`src/hw/rtl/lir_pkg.sv`:
```
// ----------------------------------------------------------------------------
// lir_pkg: shared constants for the linear interpolation resampler
// Default widths, the fixed step/position widths and the serial digit size.
// ----------------------------------------------------------------------------
package lir_pkg;

    localparam int SAMPLE_BITS_DEF = 16;
    localparam int FRAC_BITS_DEF   = 16;
    localparam int MAX_RUN_DEF     = 64;

    // step register and position accumulator widths
    localparam int STEP_W = 21;
    localparam int POS_W  = 22;

    // bits of the fraction consumed per cycle by the lerp unit
    localparam int DIGIT_BITS = 4;

endpackage

```
`src/hw/rtl/linear_interp_resampler.sv`:
```
// ----------------------------------------------------------------------------
// linear_interp_resampler: fixed-point linear interpolation resampler
// Accumulates a Q(FRAC_BITS) phase step and emits interpolated samples
// between consecutive source samples, plus a tail run on end of block.
//
//   channel | direction | handshake                   | payload
//   --------+-----------+-----------------------------+-------------------------
//   in      | input     | i_in_valid / o_in_ready     | sample_in, end_of_block
//   out     | output    | o_out_valid / i_out_ready   | sample_out, run_last,
//           |           |                             | block_done
//   cfg     | input     | i_cfg_wr_en (no wait)       | i_cfg_wr_data (phase step)
//
// One input transaction at a time. A block's first sample that does not end
// the block is only stored; any other input passes through the check state
// before the next input is taken. Each output is computed by the digit-serial
// 4-bit-per-cycle lerp unit; outputs past MAX_RUN are skipped by stepping
// the position in the check state. Reset is synchronous, active low, no
// clearing pass. A stalled output only holds up the next output; the output
// register lets the next input be taken while a result waits.
// ----------------------------------------------------------------------------
module linear_interp_resampler #(
    parameter int SAMPLE_BITS = lir_pkg::SAMPLE_BITS_DEF,
    parameter int FRAC_BITS   = lir_pkg::FRAC_BITS_DEF,
    parameter int MAX_RUN     = lir_pkg::MAX_RUN_DEF
) (
    input  logic                              i_clk,
    input  logic                              i_rst_n,
    input  logic                              i_cfg_wr_en,
    input  logic [lir_pkg::STEP_W-1:0]        i_cfg_wr_data,
    input  logic                              i_in_valid,
    output logic                              o_in_ready,
    input  logic signed [SAMPLE_BITS-1:0]     i_sample_in,
    input  logic                              i_end_of_block,
    output logic                              o_out_valid,
    input  logic                              i_out_ready,
    output logic signed [SAMPLE_BITS-1:0]     o_sample_out,
    output logic                              o_run_last,
    output logic                              o_block_done
);

    localparam int SW = SAMPLE_BITS;
    localparam int TW = lir_pkg::STEP_W;
    localparam int PW = lir_pkg::POS_W;
    localparam int NW = $clog2(MAX_RUN + 1);

    localparam logic [PW-1:0] ONE      = PW'(1) << FRAC_BITS;
    localparam logic [PW:0]   ONE_X    = (PW + 1)'(1) << FRAC_BITS;
    localparam logic [PW:0]   TWO_X    = (PW + 1)'(2) << FRAC_BITS;
    localparam logic [TW-1:0] STEP_RST = TW'(1) << FRAC_BITS;

    localparam logic [1:0] S_IDLE  = 2'd0;
    localparam logic [1:0] S_CHECK = 2'd1;
    localparam logic [1:0] S_MUL   = 2'd2;

    logic [1:0]           r_state, n_state;
    logic [TW-1:0]        r_step;
    logic signed [SW-1:0] r_prev, n_prev;
    logic                 r_have, n_have;
    logic [PW-1:0]        r_pos, n_pos;
    logic signed [SW-1:0] r_cur, n_cur;
    logic                 r_eob, n_eob;
    logic                 r_phase_b, n_phase_b;
    logic signed [SW-1:0] r_a, n_a;
    logic signed [SW:0]   r_d, n_d;
    logic [NW-1:0]        r_n, n_n;
    logic                 r_ovalid, n_ovalid;
    logic signed [SW-1:0] r_osample, n_osample;
    logic                 r_orun, n_orun;
    logic                 r_odone, n_odone;

    logic [TW-1:0]        w_step;
    logic [PW:0]          w_pos_adv;
    logic                 w_last;
    logic                 w_start;
    logic                 w_mul_done;
    logic signed [SW-1:0] w_mul_res;
    logic                 w_in_acc;

    assign w_step    = (r_step == '0) ? TW'(1) : r_step;
    assign w_pos_adv = (PW + 1)'(r_pos) + (PW + 1)'(w_step);
    // last of this run: next position passes every interval left, or output MAX_RUN
    assign w_last    = (w_pos_adv >= ((r_eob && !r_phase_b) ? TWO_X : ONE_X))
                     || (r_n == NW'(MAX_RUN - 1));
    assign w_in_acc  = i_in_valid && o_in_ready;

    lir_lerp #(
        .SAMPLE_BITS(SAMPLE_BITS),
        .FRAC_BITS  (FRAC_BITS)
    ) u_lerp (
        .i_clk   (i_clk),
        .i_rst_n (i_rst_n),
        .i_start (w_start),
        .i_a     (r_a),
        .i_d     (r_d),
        .i_frac  (r_pos[FRAC_BITS-1:0]),
        .o_done  (w_mul_done),
        .o_result(w_mul_res)
    );

    always_comb begin
        n_state   = r_state;
        n_prev    = r_prev;
        n_have    = r_have;
        n_pos     = r_pos;
        n_cur     = r_cur;
        n_eob     = r_eob;
        n_phase_b = r_phase_b;
        n_a       = r_a;
        n_d       = r_d;
        n_n       = r_n;
        n_ovalid  = r_ovalid && !i_out_ready;
        n_osample = r_osample;
        n_orun    = r_orun;
        n_odone   = r_odone;
        w_start   = 1'b0;
        o_in_ready = (r_state == S_IDLE);

        case (r_state)
            S_IDLE: begin
                if (w_in_acc) begin
                    n_cur  = i_sample_in;
                    n_eob  = i_end_of_block;
                    n_n    = '0;
                    n_prev = i_sample_in;
                    n_have = 1'b1;
                    if (r_have) begin
                        n_a       = r_prev;
                        n_d       = (SW + 1)'(i_sample_in) - (SW + 1)'(r_prev);
                        n_phase_b = 1'b0;
                        n_state   = S_CHECK;
                    end else if (i_end_of_block) begin
                        n_a       = i_sample_in;
                        n_d       = '0;
                        n_phase_b = 1'b1;
                        n_state   = S_CHECK;
                    end
                end
            end
            S_CHECK: begin
                if (r_pos < ONE) begin
                    if (r_n == NW'(MAX_RUN)) begin
                        // run is full: step past the dropped outputs
                        n_pos = w_pos_adv[PW-1:0];
                    end else begin
                        w_start = 1'b1;
                        n_state = S_MUL;
                    end
                end else begin
                    n_pos = r_pos - ONE;
                    if (r_eob && !r_phase_b) begin
                        // tail: hold the last sample
                        n_phase_b = 1'b1;
                        n_a       = r_cur;
                        n_d       = '0;
                    end else begin
                        if (r_eob) begin
                            n_prev = '0;
                            n_have = 1'b0;
                            n_pos  = '0;
                        end
                        n_state = S_IDLE;
                    end
                end
            end
            S_MUL: begin
                if (w_mul_done && (!r_ovalid || i_out_ready)) begin
                    n_ovalid  = 1'b1;
                    n_osample = w_mul_res;
                    n_orun    = w_last;
                    n_odone   = w_last && r_eob;
                    n_n       = r_n + NW'(1);
                    n_pos     = w_pos_adv[PW-1:0];
                    n_state   = S_CHECK;
                end
            end
            default: begin
                n_state = S_IDLE;
            end
        endcase
    end

    always_ff @(posedge i_clk) begin
        if (!i_rst_n) begin
            r_state  <= S_IDLE;
            r_step   <= STEP_RST;
            r_prev   <= '0;
            r_have   <= 1'b0;
            r_pos    <= '0;
            r_n      <= '0;
            r_ovalid <= 1'b0;
        end else begin
            r_state  <= n_state;
            if (i_cfg_wr_en) begin
                r_step <= i_cfg_wr_data;
            end
            r_prev   <= n_prev;
            r_have   <= n_have;
            r_pos    <= n_pos;
            r_n      <= n_n;
            r_ovalid <= n_ovalid;
        end
        r_cur     <= n_cur;
        r_eob     <= n_eob;
        r_phase_b <= n_phase_b;
        r_a       <= n_a;
        r_d       <= n_d;
        r_osample <= n_osample;
        r_orun    <= n_orun;
        r_odone   <= n_odone;
    end

    assign o_out_valid  = r_ovalid;
    assign o_sample_out = r_osample;
    assign o_run_last   = r_orun;
    assign o_block_done = r_odone;

    a_run_bound: assert property (@(posedge i_clk) disable iff (!i_rst_n)
        r_n <= NW'(MAX_RUN))
        else $error("output run count exceeds MAX_RUN");

    a_done_is_last: assert property (@(posedge i_clk) disable iff (!i_rst_n)
        o_out_valid && o_block_done |-> o_run_last)
        else $error("block_done without run_last");

    a_idle_clean: assert property (@(posedge i_clk) disable iff (!i_rst_n)
        (r_state == S_IDLE) && !r_have |-> (r_pos == '0) && (r_prev == '0))
        else $error("state not cleared between blocks");

    a_mul_frac: assert property (@(posedge i_clk) disable iff (!i_rst_n)
        (r_state == S_MUL) |-> (r_pos < ONE))
        else $error("interpolation with position past the interval");

    a_mul_start: assert property (@(posedge i_clk) disable iff (!i_rst_n)
        w_start |=> !w_mul_done)
        else $error("lerp done flag not cleared on start");

endmodule

```
`src/hw/rtl/lir_lerp.sv`:
```
// ----------------------------------------------------------------------------
// lir_lerp: digit-serial linear interpolation unit
// Computes a + round_half_up(d * frac / 2^FRAC_BITS), saturated, consuming
// DIGIT_BITS bits of frac per cycle (LSB digit first, right-shift product).
// ----------------------------------------------------------------------------
module lir_lerp #(
    parameter int SAMPLE_BITS = lir_pkg::SAMPLE_BITS_DEF,
    parameter int FRAC_BITS   = lir_pkg::FRAC_BITS_DEF
) (
    input  logic                          i_clk,
    input  logic                          i_rst_n,
    input  logic                          i_start,
    input  logic signed [SAMPLE_BITS-1:0] i_a,
    input  logic signed [SAMPLE_BITS:0]   i_d,
    input  logic        [FRAC_BITS-1:0]   i_frac,
    output logic                          o_done,
    output logic signed [SAMPLE_BITS-1:0] o_result
);

    localparam int SW   = SAMPLE_BITS;
    localparam int DIG  = lir_pkg::DIGIT_BITS;
    localparam int NDIG = (FRAC_BITS + DIG - 1) / DIG;
    localparam int LW   = NDIG * DIG;
    localparam int HW   = SW + DIG + 2;
    localparam int PW   = HW + LW;
    localparam int CW   = $clog2(NDIG);
    localparam int RW   = SW + 3;

    localparam logic signed [RW-1:0] SMAX = RW'((2 ** (SW - 1)) - 1);
    localparam logic signed [RW-1:0] SMIN = -SMAX - RW'(1);

    logic                 r_busy, n_busy;
    logic                 r_fin, n_fin;
    logic [CW-1:0]        r_cnt, n_cnt;
    logic signed [HW-1:0] r_hi, n_hi;
    logic [LW-1:0]        r_lo, n_lo;
    logic [LW-1:0]        r_frac, n_frac;
    logic signed [SW:0]   r_d, n_d;
    logic signed [SW-1:0] r_a, n_a;

    logic [DIG-1:0]       w_digit;
    logic signed [HW-1:0] w_prod;
    logic signed [HW-1:0] w_sum;
    logic signed [PW-1:0] w_p;
    logic signed [PW-1:0] w_q;
    logic signed [RW-1:0] w_res;

    assign w_digit = r_frac[DIG-1:0];
    assign w_prod  = HW'(r_d) * HW'($signed({1'b0, w_digit}));
    assign w_sum   = r_hi + w_prod;

    always_comb begin
        n_busy = r_busy;
        n_fin  = r_fin;
        n_cnt  = r_cnt;
        n_hi   = r_hi;
        n_lo   = r_lo;
        n_frac = r_frac;
        n_d    = r_d;
        n_a    = r_a;
        if (i_start) begin
            n_busy = 1'b1;
            n_fin  = 1'b0;
            n_cnt  = '0;
            n_hi   = '0;
            n_lo   = '0;
            n_frac = LW'(i_frac);
            n_d    = i_d;
            n_a    = i_a;
        end else if (r_busy) begin
            n_lo   = {w_sum[DIG-1:0], r_lo[LW-1:DIG]};
            n_hi   = w_sum >>> DIG;
            n_frac = r_frac >> DIG;
            n_cnt  = r_cnt + CW'(1);
            if (r_cnt == CW'(NDIG - 1)) begin
                n_busy = 1'b0;
                n_fin  = 1'b1;
            end
        end
    end

    always_ff @(posedge i_clk) begin
        if (!i_rst_n) begin
            r_busy <= 1'b0;
            r_fin  <= 1'b0;
            r_cnt  <= '0;
        end else begin
            r_busy <= n_busy;
            r_fin  <= n_fin;
            r_cnt  <= n_cnt;
        end
        r_hi   <= n_hi;
        r_lo   <= n_lo;
        r_frac <= n_frac;
        r_d    <= n_d;
        r_a    <= n_a;
    end

    // floor(p / 2^F) plus the half bit gives round half up
    assign w_p   = {r_hi, r_lo};
    assign w_q   = w_p >>> FRAC_BITS;
    assign w_res = RW'(r_a) + RW'($signed(w_q[SW+1:0]))
                 + RW'($signed({1'b0, r_lo[FRAC_BITS-1]}));

    always_comb begin
        if (w_res > SMAX) begin
            o_result = SMAX[SW-1:0];
        end else if (w_res < SMIN) begin
            o_result = SMIN[SW-1:0];
        end else begin
            o_result = w_res[SW-1:0];
        end
    end

    assign o_done = r_fin;

endmodule
```
`config.mk`:
```
export PLATFORM = sky130hd
export DESIGN_NAME = linear_interp_resampler
export DESIGN_NICKNAME = d
export VERILOG_FILES = /design/src/hw/rtl/lir_pkg.sv /design/src/hw/rtl/linear_interp_resampler.sv /design/src/hw/rtl/lir_lerp.sv
export SDC_FILE = /design/constraint.sdc
export NUM_CORES = 1
export LEC_CHECK = 0
export BUFFER_PORTS_ARGS = -buffer_cell sky130_fd_sc_hd__buf_4
export CAP_MARGIN = 5
export CORE_MARGIN = 2
export CORE_UTILIZATION = 35
export CTS_CLUSTER_DIAMETER = 200
export DETAILED_ROUTE_END_ITERATION = 10
export PLACE_DENSITY_LB_ADDON = 0.2
export SYNTH_ARGS = -nofsm -noshare
export SYNTH_HDL_FRONTEND = slang
export SYNTH_SLANG_ARGS = --single-unit
```
`constraint.sdc`:
```
create_clock -name i_clk -period 9 [get_ports i_clk]
set_clock_uncertainty 0.2 [all_clocks]
set_input_delay 0.9 -clock i_clk [delete_from_list [all_inputs] [get_ports i_clk]]
set_output_delay 0.9 -clock i_clk [all_outputs]
set_load 0.1 [all_outputs]
```
==> results.md, run 1 <==
* Status: finished clean
* # fillers at 3624
* Largest family of logic cells by synthesized area: adder cells
* Routed Antenna Nets at 0
* Initial Util at 35.4%
* Post-Syn Area per Cell at 10.2 sq um
* Final setup violation count at 0
* Worst Path Required at 9220 ps
* Post-CTS sizing at 0
* Max Slew Vio Count at 0
* Reg-to-reg setup timing slack at 3880 ps
* First-pass GRT wire length at 47900 um
* Max cap viols at 0
* Crit. End Element: flip-flop
* Global Route Usage Sum at 15.1%
* Cell with the largest stage delay on the worst path: edfxtp_1
* Post-synthesis register bit count at 211
* Sink Count at 211
* Critical path's most frequent cell: fa_1
* Adder-cell share of the synthesized area at 17.8%
* Clock buffer depth at 3
* Vias at 9249
* Commonest non-fill, non-tap cell in the layout: edfxtp_1
* Io pins at 63
* Worst slew pin tran at 1080 ps
* Chip Height at 199 um
* # hold bufs at CTS at 0
* Cts bufs inserted at 26
* Antenna violations before repair at 1
* Core area at 37600 sq um
* Main synth FF type: edfxtp_1
* Clock Tree Root: clkbuf_16
* Crit Path Class: reg2reg
* Highest clock rate at 195 MHz
* Vias per std cell at 4.93
* Setup TNS Final at 0 ps
* Avg WL per Cell at 15.6 um
* Min cycle time layout at 5120 ps
* DRT Pass-1 Iters at 5
* Post-synth EDFFs at 118
* RR Startpoint: u_lerp.r_frac[1]$_DFFE_PP_
* DP HPWL at 21900 um
* Cell count after synthesis at 1304
* Critical-path cell list: and2_1, fa_1, ha_1, inv_1, fa_1, inv_1, fa_1, a211oi_1, o211ai_1, a41oi_1, o211ai_1, o31ai_1, a21oi_1, a21oi_1, xor2_1, o21ai_0
* Compound-Gate Fraction of Synth Area at 14.0%
* Nets at 1544
* Syn nets at 1503
* Post-synthesis xor/xnor area fraction at 4.08%
* Die area at 39600 sq um
* Design Area, Final at 15100 sq um
* Routability cong. at 0.837
* Synth Area in Simple Gates at 16.3%
* Worst hold path startpoint: r_d[1]$_SDFFCE_PP0P_
* Fin crit share at 56.9%
* Final WL at 29200 um
* Worst Path Max Fanout at 17
* Input/output buffers at 62
* Iter 0 DRT Violations at 410
* Dpl cell area at 14300 sq um
* Critical path data arrival time at 5340 ps
* Mux share of post-synthesis cell area at 3.68%
* Mapped cell area at 13300 sq um
* Commonest non-fill, non-tap cells in the layout: 118 x edfxtp_1, 100 x ha_1, 99 x nand2_1
* Fraction of layout cells with a size suffix above 1 at 9.30%
* Postcts setup bufs at 0
* Seq/Total Area, Yosys at 40.6%
* CTS clk-pin slew, worst paths at 60 ps
* Largest net degree at the start of global routing at 70
* Final hold vios at 0
* Asr flop ratio synth at 0%
* CTS tree: built
* Crit-path max cell delay at 700 ps
* Clk_lat worst skew at 550 ps
* Synth Warn # at 0
* Number of global-route vias before repair at 9196
* Die W at 199 um
* Critical path buffers and inverters at 2
* RSZ-0062 raised after global routing: no
* Top delay family on crit path: compound AO/OA/AOI/OAI gates
* Worst Hold Class: reg2reg
* Synth cell types at 68
* Rows at 71
* Worst Setup SP: u_lerp.r_frac[1]$_DFFE_PP_
* H-tree levels at 1
* Grt ovf at 0
* Crit path launch type: flip-flop
* Slew margin rel. at 28.0%
* Drt drc at 0
* Synth-to-layout area growth at 13.8%
[Yosys cell counts (10+ instances only)]
cell type,count,share of area (%)
a211oi_1,11,0.62
a21o_1,21,1.2
a21oi_1,57,2.1
a22oi_1,31,1.7
a31oi_1,14,0.66
and2_1,71,3.3
and3_1,12,0.56
clkbuf_1,48,1.4
dfxtp_1,93,14
edfxtp_1,118,27
fa_1,56,8.4
ha_1,100,9.4
inv_1,68,1.9
mux2i_1,49,3.7
nand2_1,99,2.8
nand2b_1,15,0.71
nand3_1,18,0.68
nor2_1,81,2.3
nor2b_1,66,3.1
nor3_1,15,0.56
nor4_1,10,0.47
o21ai_0,65,2.4
xnor2_1,35,2.3
xor2_1,27,1.8
[through the flow]
step	setup slack (ps)	cells	utilization, %	hold slack (ps)
detailed placement	3860	1828	38.0	205
global placement	3880	1828	38.0	202
global route	3450	1876	40.3	220
CTS	3840	1876	40.3	215
floorplan	4470	1304	-	200
finish	3880	1877	40.3	207
[final timing paths]
check | end | cells after the start
worst max register to register | u_lerp.r_hi[16]$_SDFFE_PP0P_ | 16
worst max-delay path | u_lerp.r_hi[16]$_SDFFE_PP0P_ | 16
worst min-delay path | u_lerp.r_d[1]$_DFFE_PP_ | 0
worst min register to register | u_lerp.r_d[1]$_DFFE_PP_ | 0
[kinds of logic (layout without fill, tap and decap cells)]
logic type,Yosys count,in the layout
xor gates and xnor gates,62,62
DFF,211,211
other,0,1
AOI/OAI and AO/OA,281,281
buffers and inverters,125,186
adders and majority gates,156,156
muxes,49,49
and+or+nand+nor,420,420
[area by class of cell]
type | instances | area (sq um) | share of cell area, %
diodes | 1 | 2.50 | 0.0165
clock buffers | 30 | 666 | 4.40
clock inverters | 18 | 199 | 1.31
inverters | 68 | 255 | 1.69
multi-input cells | 968 | 7450 | 49.2
flip-flops and latches | 211 | 5410 | 35.7
well taps | 511 | 639 | 4.22
repair buffers | 70 | 526 | 3.47
[per-layer routing]
metal  global-route usage (%)  wire length (um)  up-vias
li1                         -                 -     4717
met4                     3.84               405        0
met2                     24.1             13300      104
met3                     2.42              1060       27
met1                     21.4             14400     4401
met5                        0                 0        -
[state kept, by name (all words and copies together), names as in the netlist, 2 cells and up]
register	cells
r_d	17
r_state	2
r_a	16
r_pos	22
u_lerp.r_a	16
u_lerp.r_cnt	2
o_sample_out	16
r_prev	16
r_step	21
u_lerp.r_d	17
r_cur	16
r_n	7
u_lerp.r_hi	18
u_lerp.r_frac	16
[worst reg2reg max path, delay by kind of cell, from the launching register on]
kind,cells,cell delay (ps)
buffers and inverters,2,120
adders and majority gates,4,1690
AOI/OAI and AO/OA,8,1900
and+or+nand+nor,1,240
xor gates and xnor gates,1,150
DFF,1,700
Power of run 1 is left out: the tool's default activity adds up to more than one toggle a clock period on the data nets, which glitch-free logic cannot reach.
==> run 2: changes to the inputs <==
- clock period: 9 -> 4.3 ns (I/O delays scaled with it)
==> run 2 against run 1 <==
Against the previous run:
- the run now ends with negative setup slack left
- design area rose by 9.5%
- non-clock buffer count rose by 129
- critical path depth unchanged
- worst setup slack lost 4000 ps
- core utilization up 3.8 points
- largest cell class unchanged
- count of clock-buffer cells in the layout unchanged
- critical path type unchanged
==> results.md, run 2 (same netlist as run 1, synthesis figures left out) <==
* Status: finished with violations
* Failing checks: negative setup slack
* Commonest non-fill, non-tap cell in the layout: buf_4
* Final setup violation count at 3 (+3)
* Max reg flops at 22 (unchanged)
* Core area at 37600 sq um (unchanged)
* Highest clock rate at 227 MHz (+17%)
* Clock Tree Root: clkbuf_16
* Top flop regs: r_pos: 22 flops, r_step: 21 flops, u_lerp.r_hi: 18 flops
* Input/output buffers at 62 (unchanged)
* Crit. End Element: flip-flop
* Top delay family on crit path: adder cells
* Sink Count at 211 (unchanged)
* DRT Pass-1 Iters at 5 (unchanged)
* Die W at 199 um (unchanged)
* H-tree levels at 1 (unchanged)
* Slew margin rel. at 50.9% (+23 points)
* First-pass GRT wire length at 50700 um (+5.9%)
* Fraction of layout cells with a size suffix above 1 at 18.7% (+9.4 points)
* Worst Hold Class: in2reg
* Commonest non-fill, non-tap cells in the layout: 155 x buf_4, 118 x edfxtp_1, 97 x nand2_1
* Worst Path Max Fanout at 6 (-11)
* Number of global-route vias before repair at 9809 (+6.7%)
* Max cap viols at 0 (unchanged)
* Antenna violations before repair at 0 (-1)
* Crit path launch type: flip-flop
* DP HPWL at 23000 um (+5.4%)
* Worst slew pin tran at 737 ps (-341 ps)
* Clock buffer depth at 3 (unchanged)
* Worst Path Required at 4510 ps (-4710 ps)
* Routability cong. at 0.805 (-3.8%)
* Initial Util at 35.4% (unchanged)
* Routed Antenna Nets at 0 (unchanged)
* Fin crit share at 102% (+45 points)
* Die area at 39600 sq um (unchanged)
* N_diodes at 0 (-1)
* Drt drc at 0 (unchanged)
* Crit Path Class: reg2reg
* Post-route setup slack at -96.3 ps (-3970 ps)
* Clk_lat worst skew at 530 ps (-20 ps)
* Rows at 71 (unchanged)
* # fillers at 3571 (-1.5%)
* Critical path data arrival time at 4600 ps (-740 ps)
* Min cycle time layout at 4400 ps (-728 ps)
* Grt ovf at 0 (unchanged)
* CTS clk-pin slew, worst paths at 60 ps (about the same)
* Critical path's most frequent cell: fa_1
* Max Slew Vio Count at 0 (unchanged)
* Cts bufs inserted at 25 (-3.8%)
* Final WL at 30800 um (+5.5%)
* Critical path buffers and inverters at 3 (+1)
* Vias per std cell at 4.94 (+0.17%)
* Util after Layout at 44.1% (+3.8 points)
* RSZ-0062 raised after global routing: yes
* Crit-path max cell delay at 570 ps (-130 ps)
* Cell with the largest stage delay on the worst path: fa_1
* Vias at 9882 (+6.8%)
* Iter 0 DRT Violations at 559 (+36%)
* Chip Height at 199 um (unchanged)
* Io pins at 63 (unchanged)
* Global Route Usage Sum at 16.0% (+0.84 points)
* CTS tree: built
* Reg with most FFs: r_pos
* Nets at 1672 (+8.3%)
* Final hold vios at 0 (unchanged)
* Largest net degree at the start of global routing at 70 (unchanged)
* Synth-to-layout area growth at 24.6%
* Avg WL per Cell at 15.4 um (-1.1%)
* Pre-CTS setup slack at -713 ps (-4570 ps)
* Critical-path cell list: buf_6, and2_4, fa_1, fa_1, fa_1, ha_4, a211oi_2, o211ai_1, a41oi_2, o211ai_1, buf_4, o31ai_4, buf_4, a21oi_2, xnor2_1, a21oi_1
==> run 2: area by class of cell <==
class	instances	area, sq um	share of cell area [%]
multi-input combinational	968	7880	47.5
sequential	211	5410	32.6
timing repair buffer	199	1610	9.72
clock buffer	30	644	3.89
tap	511	639	3.86
inverter	68	255	1.54
clock inverter	15	136	0.823
==> run 2: through the flow <==
stage	TNS, ps	area [sq um]	hold WS, ps	std cells
after floorplan	-31.1	13300	200	1304
after global placement	-2280	14900	205	1906
after detailed placement	-2740	14900	205	1906
after CTS	-239	16500	49.7	2001
after global routing	-1780	16600	101	2002
final	-241	16600	80.9	2002
==> run 2: repair_timing <==
action | in CTS | in global routing
gates resized for setup | 73 | 15
setup buffers | 15 | 3
endpoints found under the hold margin | 52 | 0
pin swaps | 76 | 26
setup endpoints to repair | 10 | 13
hold buffers | 38 | 0
==> run 2: tightest hold or removal path, stage by stage <==
cell	delay, ps
buf_4	70
nand2b_1	130
a21boi_0	110
==> run 2: final timing paths <==
| kind | startpoint | endpoint | slack (ps) | cells past startpoint |
|---|---|---|---|---|
| setup reg to reg | u_lerp.r_frac[1]$_DFFE_PP_ | u_lerp.r_hi[14]$_SDFFE_PP0P_ | -100 | 16 |
| hold / removal | i_out_ready | o_out_valid$_SDFF_PN0_ | 80 | 3 |
| hold reg to reg | r_a[7]$_DFFE_PP_ | u_lerp.r_a[7]$_DFFE_PP_ | 220 | 0 |
| setup / recovery | u_lerp.r_frac[1]$_DFFE_PP_ | u_lerp.r_hi[14]$_SDFFE_PP0P_ | -100 | 16 |
==> run 2: metal layers <==
| metal | vias up | global-route usage [%] | wire [um] |
|---|---|---|---|
| li1 | 4970 | - | - |
| met2 | 119 | 26.3 | 14500 |
| met4 | 0 | 3.98 | 533 |
| met5 | - | 0 | 0 |
| met3 | 40 | 1.90 | 815 |
| met1 | 4753 | 22.3 | 15000 |
Power of run 2 is left out for the same reason.
